--- src/rtl/ils_pkg.sv ---
// ----------------------------------------------------------------------------
// ils_pkg - shared definitions for the integer list sorter
// Store geometry, sequencer state codes and the store request bundle.
// ----------------------------------------------------------------------------
package ils_pkg;

  localparam int DEPTH  = 64;
  localparam int DATA_W = 32;
  localparam int ADDR_W = (DEPTH > 1) ? $clog2(DEPTH) : 1;
  localparam int CNT_W  = $clog2(DEPTH + 1);

  // Sequencer states, one-hot
  typedef enum logic [4:0] {
    ST_IDLE = 5'b00001,
    ST_SCAN = 5'b00010,
    ST_CMP  = 5'b00100,
    ST_RD   = 5'b01000,
    ST_OUT  = 5'b10000
  } state_t;

  // One write and one read request to the element store per cycle
  typedef struct packed {
    logic              we;
    logic [ADDR_W-1:0] waddr;
    logic [DATA_W-1:0] wdata;
    logic              re;
    logic [ADDR_W-1:0] raddr;
  } store_req_t;

endpackage

--- src/rtl/ils_store.sv ---
// ----------------------------------------------------------------------------
// ils_store - element store
// Single write port, single read port with registered read data.
// ----------------------------------------------------------------------------
module ils_store (
  input  logic                        clk,
  input  ils_pkg::store_req_t         req,
  output logic [ils_pkg::DATA_W-1:0]  rd_data
);
  import ils_pkg::*;

  logic [DATA_W-1:0] mem [DEPTH];

  // Write and read in the same clocked block
  always_ff @(posedge clk) begin
    if (req.we) begin
      mem[req.waddr] <= req.wdata;
    end
    if (req.re) begin
      rd_data <= mem[req.raddr];
    end
  end

endmodule

--- src/rtl/ils_cmp.sv ---
// ----------------------------------------------------------------------------
// ils_cmp - shared signed comparator
// Flags when the stored word orders above the word being inserted.
// ----------------------------------------------------------------------------
module ils_cmp (
  input  logic [ils_pkg::DATA_W-1:0] stored,
  input  logic [ils_pkg::DATA_W-1:0] cand,
  output logic                       greater
);
  import ils_pkg::*;

  // Signed order as an unsigned compare with the sign bits flipped
  logic [DATA_W-1:0] key_s;
  logic [DATA_W-1:0] key_c;

  assign key_s   = {~stored[DATA_W-1], stored[DATA_W-2:0]};
  assign key_c   = {~cand[DATA_W-1], cand[DATA_W-2:0]};
  assign greater = key_s > key_c;

endmodule

--- src/rtl/integer_list_sorter_unit.sv ---
// ----------------------------------------------------------------------------
// integer_list_sorter_unit - ascending sorter for lists of signed words
// Keeps the store sorted by insertion as beats arrive; on the closing beat
// the whole list streams out in ascending signed order.
// ----------------------------------------------------------------------------
//  channel | dir | tdata                  | tlast
//  in_     | in  | [31:0] value           | last_in
//  out_    | out | [31:0] sorted_value    | last_out
//
//  Insertion: after an input beat is accepted, the sequencer steps down from
//  the top of the list once for every stored entry greater than the new
//  value; each step of the insertion is one store read and one comparator
//  decision, and in_tready returns once the sequencer is back in idle.
//  Output: each result beat is a store read, then a hold until taken.
//  Reset clears the sequencer state and the fill count; the store needs no
//  clearing pass.
//  in_tready is low while an insertion or an output run is in progress;
//  a stalled out_ beat holds its data.
// ----------------------------------------------------------------------------
module integer_list_sorter_unit (
  input  logic        clk,
  input  logic        rst_n,
  input  logic        in_tvalid,
  output logic        in_tready,
  input  logic [31:0] in_tdata,   // [31:0] value
  input  logic        in_tlast,   // last_in
  output logic        out_tvalid,
  input  logic        out_tready,
  output logic [31:0] out_tdata,  // [31:0] sorted_value
  output logic        out_tlast   // last_out
);
  import ils_pkg::*;

  state_t            state_r, state_nxt;
  logic [CNT_W-1:0]  count_r, count_nxt;
  logic [CNT_W-1:0]  pos_r, pos_nxt;    // insertion slot or output index
  logic [DATA_W-1:0] cur_r, cur_nxt;
  logic              last_r, last_nxt;
  logic [CNT_W-1:0]  pos_m1;
  logic [DATA_W-1:0] rd_data;
  logic              greater;
  logic              out_fin;
  store_req_t        req;

  ils_store u_store (
    .clk     (clk),
    .req     (req),
    .rd_data (rd_data)
  );

  ils_cmp u_cmp (
    .stored  (rd_data),
    .cand    (cur_r),
    .greater (greater)
  );

  assign pos_m1     = pos_r - 1'b1;
  assign in_tready  = (state_r == ST_IDLE);
  assign out_tvalid = (state_r == ST_OUT);
  assign out_tdata  = rd_data;
  assign out_tlast  = ((pos_r + 1'b1) == count_r);
  assign out_fin    = out_tvalid && out_tready && out_tlast;

  // Sequencer
  always_comb begin
    state_nxt = state_r;
    count_nxt = count_r;
    pos_nxt   = pos_r;
    cur_nxt   = cur_r;
    last_nxt  = last_r;
    req.we    = 1'b0;
    req.waddr = pos_r[ADDR_W-1:0];
    req.wdata = cur_r;
    req.re    = 1'b0;
    req.raddr = pos_m1[ADDR_W-1:0];
    case (state_r)
      ST_IDLE: begin
        if (in_tvalid) begin
          cur_nxt  = in_tdata;
          last_nxt = in_tlast;
          if (count_r < CNT_W'(DEPTH)) begin
            pos_nxt   = count_r;
            state_nxt = ST_SCAN;
          end else if (in_tlast) begin
            // store full: drop the value, still emit the list
            pos_nxt   = '0;
            state_nxt = ST_RD;
          end
        end
      end
      ST_SCAN: begin
        if (pos_r == '0) begin
          req.we    = 1'b1;
          count_nxt = count_r + 1'b1;
          pos_nxt   = '0;
          state_nxt = last_r ? ST_RD : ST_IDLE;
        end else begin
          req.re    = 1'b1;
          state_nxt = ST_CMP;
        end
      end
      ST_CMP: begin
        req.we = 1'b1;
        if (greater) begin
          // shift the larger neighbor up one slot
          req.wdata = rd_data;
          pos_nxt   = pos_m1;
          state_nxt = ST_SCAN;
        end else begin
          count_nxt = count_r + 1'b1;
          pos_nxt   = '0;
          state_nxt = last_r ? ST_RD : ST_IDLE;
        end
      end
      ST_RD: begin
        req.re    = 1'b1;
        req.raddr = pos_r[ADDR_W-1:0];
        state_nxt = ST_OUT;
      end
      ST_OUT: begin
        if (out_tready) begin
          if (out_tlast) begin
            count_nxt = '0;
            state_nxt = ST_IDLE;
          end else begin
            pos_nxt   = pos_r + 1'b1;
            state_nxt = ST_RD;
          end
        end
      end
      default: begin
        state_nxt = ST_IDLE;
      end
    endcase
  end

  // Control registers
  always_ff @(posedge clk) begin
    if (!rst_n) begin
      state_r <= ST_IDLE;
      count_r <= '0;
    end else begin
      state_r <= state_nxt;
      count_r <= count_nxt;
    end
  end

  // Working registers
  always_ff @(posedge clk) begin
    pos_r  <= pos_nxt;
    cur_r  <= cur_nxt;
    last_r <= last_nxt;
  end

  // Checks
  a_count_bound: assert property (@(posedge clk) disable iff (!rst_n)
    count_r <= CNT_W'(DEPTH))
    else $error("fill count above depth");

  a_run_clears: assert property (@(posedge clk) disable iff (!rst_n)
    out_fin |=> (count_r == '0) && in_tready)
    else $error("store not emptied after final result");

  a_out_nonempty: assert property (@(posedge clk) disable iff (!rst_n)
    out_tvalid |-> (count_r != '0) && (pos_r < count_r))
    else $error("result beat outside stored list");

  a_no_overlap: assert property (@(posedge clk) disable iff (!rst_n)
    !(in_tready && out_tvalid))
    else $error("input taken during output run");

endmodule

--- config.mk ---
export PLATFORM = sky130hd
export DESIGN_NAME = integer_list_sorter_unit
export DESIGN_NICKNAME = d
export VERILOG_FILES = /design/src/rtl/ils_pkg.sv /design/src/rtl/ils_store.sv /design/src/rtl/ils_cmp.sv /design/src/rtl/integer_list_sorter_unit.sv
export SDC_FILE = /design/constraint.sdc
export NUM_CORES = 2
export LEC_CHECK = 0
export ABC_AREA = 0
export BUFFER_PORTS_ARGS = -buffer_cell sky130_fd_sc_hd__buf_2
export CAP_MARGIN = 20
export CORE_MARGIN = 4
export CORE_UTILIZATION = 59
export CTS_BUF_LIST = sky130_fd_sc_hd__clkbuf_2 sky130_fd_sc_hd__clkbuf_4 sky130_fd_sc_hd__clkbuf_8
export DETAILED_ROUTE_END_ITERATION = 10
export PLACE_DENSITY = 0.75
export SYNTH_ARGS = -nofsm -noshare
export SYNTH_HDL_FRONTEND = slang
export SYNTH_HIERARCHICAL = 1
export SYNTH_SLANG_ARGS = --single-unit
--- constraint.sdc ---
create_clock -name clk -period 5.5 [get_ports clk]
set_input_delay 0.275 -clock clk [delete_from_list [all_inputs] [get_ports clk]]
set_output_delay 0.275 -clock clk [all_outputs]
set_load 0.05 [all_outputs]
# == After elaboration in Yosys (flattened, before gate mapping) ==
# Memories as Yosys holds them, arrays and structs flattened. A register that Yosys moved wholly into a read port is not among the register bits.
# Index checks and enable logic that the tools add are counted.
# classes
order_cmp,2
n_div,0
addsub,3
eq_ne,13
n_shift,0
n_mul,0
reduce_logical,7
bitwise_logic,2
mux,31
# ops
cell,count
2-to-1 mux 7 bit,11
2-to-1 mux 32 bit,2
> comparator 32 bit,1
case mux 7 bit (4 select lines),1
case mux 5 bit (5 select lines),1
case mux 7 bit (3 select lines),1
2-to-1 mux 5 bit,4
2-to-1 mux 4 bit,4
"adder 7 x 1 -> 7 bit, second input constant",2
"inequality test 2 bit, second input constant",4
== test 7 bit,1
logical NOT 7 bit,1
"less-than comparator 7 bit, second input constant",1
"subtractor 7 x 1 -> 7 bit, second input constant",1
2-to-1 mux 6 bit,1
AND reduction 6 bit,1
"== test 5 x 1 -> 1 bit, second input constant",1
"== test 5 x 2 -> 1 bit, second input constant",1
"== test 5 x 3 -> 1 bit, second input constant",1
"== test 5 x 4 -> 1 bit, second input constant",1
"== test 5 bit, second input constant",1
AND reduction 5 bit,1
2-to-1 mux 1 bit,4
"inequality test 2 x 1 -> 1 bit, second input constant",2
7 further kinds,9
# word_totals
latchBits,0
ff_bits,52
mem_bits_rw,2048
elab_cells,64
output_inout_bits,35
mem_bits_ro,0
memories,1
# mem_list
name,words,width,read_ports,rd_ports_with_merged_regs,wr,line_no,rtl
u_store.mem,64,32,1,1,1,ils_store.sv:12,logic [DATA_W-1:0] mem [DEPTH];

# == Longest topological paths before layout ==
# depth
word_depth,5
depth_mapped,14
ltp_nobuf,12

# == Hierarchy ==
# The synthesis kept the hierarchy.
# by_module_without_submodules
module,cells_per_inst,area_each_um2,instances,seq_area_each_um2
ils_store,3324,78835.6,1,62459.9
integer_list_sorter_unit,343,3036.7,1,1441.4
ils_cmp,112,805.8,1,0.0

# == Worst setup path after synthesis ==
# No wires, ideal clock.
# synth_timing
kind,reg-to-reg
startpoint,register pos_r[0]
endpoint,memory u_store.mem[49][0] (enable)
synth_period_minus_slack_ns,4.386
setup_slack_ns,1.114
arrival_ns,3.926
setup_ns,0.461
path_stages_with_launch,9
t_required_ns,5.039
path_buffers,0
path_cell_list,edfxtp_1 -> inv_1 -> ha_1 -> and4b_1 -> a21o_1 -> and2_1 -> nor2b_1 -> nand4_1 -> nor3_1
# synth_lines
element,line_no,rtl
"start, declared",integer_list_sorter_unit.sv:36,"logic [CNT_W-1:0] pos_r, pos_nxt;"
"start signal, assigned",integer_list_sorter_unit.sv:150,pos_r <= pos_nxt;
"end, declared",ils_store.sv:12,

==> results by group <==
Clock network
  • Clk buf depth: 4
  • Worst-Skew Late Latency: 1.02 ns
  • Hold_buf cts: between 50 and 60
  • H-Tree Depth: 5
  • Post-CTS setup repair buffer count: 0
  • CTS tree: built
  • Clock Sinks: between 2000 and 2500
  • Num CTS Buffers: 339
  • CTS Root Cell: clkbuf_8
  • CTS resizes: 0
  • Worst-path clk slew: 0.07 ns

Yosys
  • Yosys reg bits: 2132
  • Yosys warnings: 6
  • Post-synth EDFFs: 2120
  • Synth Cell Area: 0.0827 mm2
  • Syn_area_per_cell: 21.9 um2
  • Seq/Total Area, Yosys: 0.773
  • Ys flop type: edfxtp_1
  • FFs w/ async S/R, synth: 0
  • Post-Syn Instances: around 3800
  • Post-synth cell types: 67
  • Mapped Nets: 3852

STA
  • Setup_tns: 0 ns
  • Skew final: around 0.056 ns
  • Final period util: 0.869
  • WHS: 0.0811 ns
  • Worst slew pin tran: 1.12 ns
  • Relative slew slack: 0.252
  • Endpoints failing setup: 0
  • Max-slew violation count: 0
  • Fmax: ~210 MHz
  • RSZ-0062 raised after global routing: no
  • Min Clock Period, post-route: ~4.8 ns
  • Fin. Hold Viols: 0

Placed design
  • Dpl hpwl: 123 mm
  • Post-Place Cells: 5703
  • Post-placement cell area: 0.0868 mm2
  • GP Congestion: 0.902
  • Port buffer count: a little over 70

Layout
  • Storage cell area: 0.0639 mm2
  • Final nets: 4316
  • Area grow syn2layout: 13.6%
  • Layout cell share with drive strength beyond 1: 0.317
  • Fillers: 8426
  • Final std cells w/o fill: 6358
  • Final cell utilization of the core: 0.674
  • Area occupied by multi-input gates: approximately 0.018 mm2
  • Final Instance Area: about 0.094 mm2

Power
  • Combinational power share: 0.395
  • Int Power: 34.2 mW
  • Power per cell area: between 500 and 600 mW/mm2
  • Psw: 18.5 mW
  • Clock power frac: 0.234
  • Sequential power share: 0.371
  • Sw Share: 0.351
  • Peak VDD IR: 0.000496 V
  • Leak pwr: between 30 and 40 nW

Detailed routing
  • Antenna viol nets, final: 0
  • Final wirelength: 219 mm
  • Vias post-DR: approximately 43000
  • Initial DRC Count: ~6600
  • Drt pass-1 iters: 11
  • Vias/cell: 6.77
  • WL per Instance: 34.4 um
  • # DRC: 1

Global route
  • First-pass GRT wire length: 311 mm
  • Number of global-route vias before repair: between 40000 and 50000
  • GR Util All Layers: 0.303
  • Largest net degree at the start of global routing: 86
  • Initial antenna violation count: 3
  • Gr ovfl total: 0

Floorplanning
  • Core area: 0.139 mm2
  • Die height: 382 um
  • IO Count: 72
  • Full die area: 0.146 mm2
  • Die width: 382 um
  • Std-Cell Rows: 137
  • Starting density of the core: 0.593

Job
  • Max Cap Viol: 0

Status
  • Outcome: finished with violations
  • Violated checks: design-rule violations

Setup path
  • Startpoint Class: flop
  • Reg2Reg Depth: 10
  • Crit Path Class: flop to flop
  • CP Capture Type: flop
  • CP max FO: 49
  • CP Data Required Time: 6.24 ns
  • CP arrival: roughly 5.5 ns

Min path
  • WHS Path Cells: 2
  • Hold Path Class: input port to flop
==> layout make-up <==
type / count / area share
sequential: 2132 / 0.680
multi-input combinational: 1407 / 0.195
clock buffer: 439 / 0.0581
timing repair buffer: 324 / 0.0337
tap: 1876 / 0.0250
clock inverter: 138 / 0.00663
inverter: 39 / 0.00156
antenna: 3 / 0.0000799
==> critical path, cell delays in order (launching register included) <==
cell and delay [ns]:
edfxtp_1 0.63, ha_1 0.44, nand4_1 0.18, nor4bb_1 0.47
buf_4 0.22, o31ai_1 0.06, a21oi_1 0.42, nand3_2 0.55
nand2_1 0.43, nand2_2 0.64, buf_4 0.45
==> worst paths after layout <==
check | endpoint | slack (ns) | start
setup reg to reg | u_store/mem[51][4] | 0.72 | u_store/rd_data[30]
hold reg to reg | state_r[3] | 0.57 | count_r[6]
hold / removal | cur_r[30] | 0.08 | in_tdata[30]
setup / recovery | u_store/mem[51][4] | 0.72 | u_store/rd_data[30]
==> power by group through the flow <==
stage	Clock [mW]	Combinational, mW	Sequential (mW)
floorplan	0	13.0	20.0
global route	13.4	21.6	19.6
CTS	12.5	20.2	19.6
finish	12.4	20.8	19.6
global placement	0	19.8	19.9
detailed placement	0	20.1	19.9
==> registers in the layout, summed over array words and instances, names as in the netlist <==
| signal | flops |
|---|---|
| count_r | 7 |
| pos_r | 7 |
| last_r | 1 |
| state_r | 5 |
| u_store/mem | 2048 |
| cur_r | 32 |
| u_store/rd_data | 32 |
==> cells in the mapped netlist (all sizes together) (12+ instances only) <==
master,n,share of area
edfxtp,2120,0.77
nor2,162,0.0074
ha,36,0.0054
clkbuf,87,0.0040
a21oi,84,0.0051
nor3,12,0.00073
a22oi,13,0.0012
dfxtp,12,0.0029
o221ai,30,0.0032
nand2,148,0.0067
nand3,23,0.0015
buf,114,0.0078
nor2b,18,0.0014
mux4,544,0.15
o22ai,84,0.0064
inv,39,0.0018
mux2i,95,0.012
==> per-layer routing <==
metal | wire length, um | global-route usage
met4 | 10300 | 0.123
met3 | 30100 | 0.0874
met1 | 74700 | 0.414
met2 | 104000 | 0.467
met5 | 17 | 0
==> logic make-up (layout without fill, tap and decap cells) <==
| group | Yosys count | after routing | share of synthesized area |
|---|---|---|---|
| and+or+nand+nor | 439 | 439 | 0.0242 |
| other | 0 | 3 | 0 |
| buffers and inverters | 240 | 940 | 0.0135 |
| DFF | 2132 | 2132 | 0.773 |
| adders and majority gates | 36 | 36 | 0.00545 |
| AOI/OAI and AO/OA | 272 | 272 | 0.0218 |
| muxes | 643 | 643 | 0.160 |
| xor gates and xnor gates | 17 | 17 | 0.00189 |
==> cells in the final DEF (no fill, tap or decap), types with 33 or more instances in the layout <==
cell type and count:
edfxtp_1 2120, nand2_1 115, buf_2 71, inv_1 38
clkinv_1 96, buf_4 143, nor2_1 100, clkbuf_4 94
buf_12 44, nor2_4 62, a21oi_1 83, mux2i_1 95
ha_1 36, o22ai_1 84, dlygate4sd3_1 55, nand2_2 33
mux4_2 544, clkbuf_8 345
==> metrics by stage <==
stage	total power, mW	setup WS (ns)
2_1_floorplan	33.0	1.11
3_5_place_dp	40.0	0.782
4_1_cts	52.3	0.777
5_1_grt	54.5	0.575
3_3_place_gp	39.7	0.931
6_report	52.7	0.720
No activity file was read; power rests on OpenSTA's default activity.
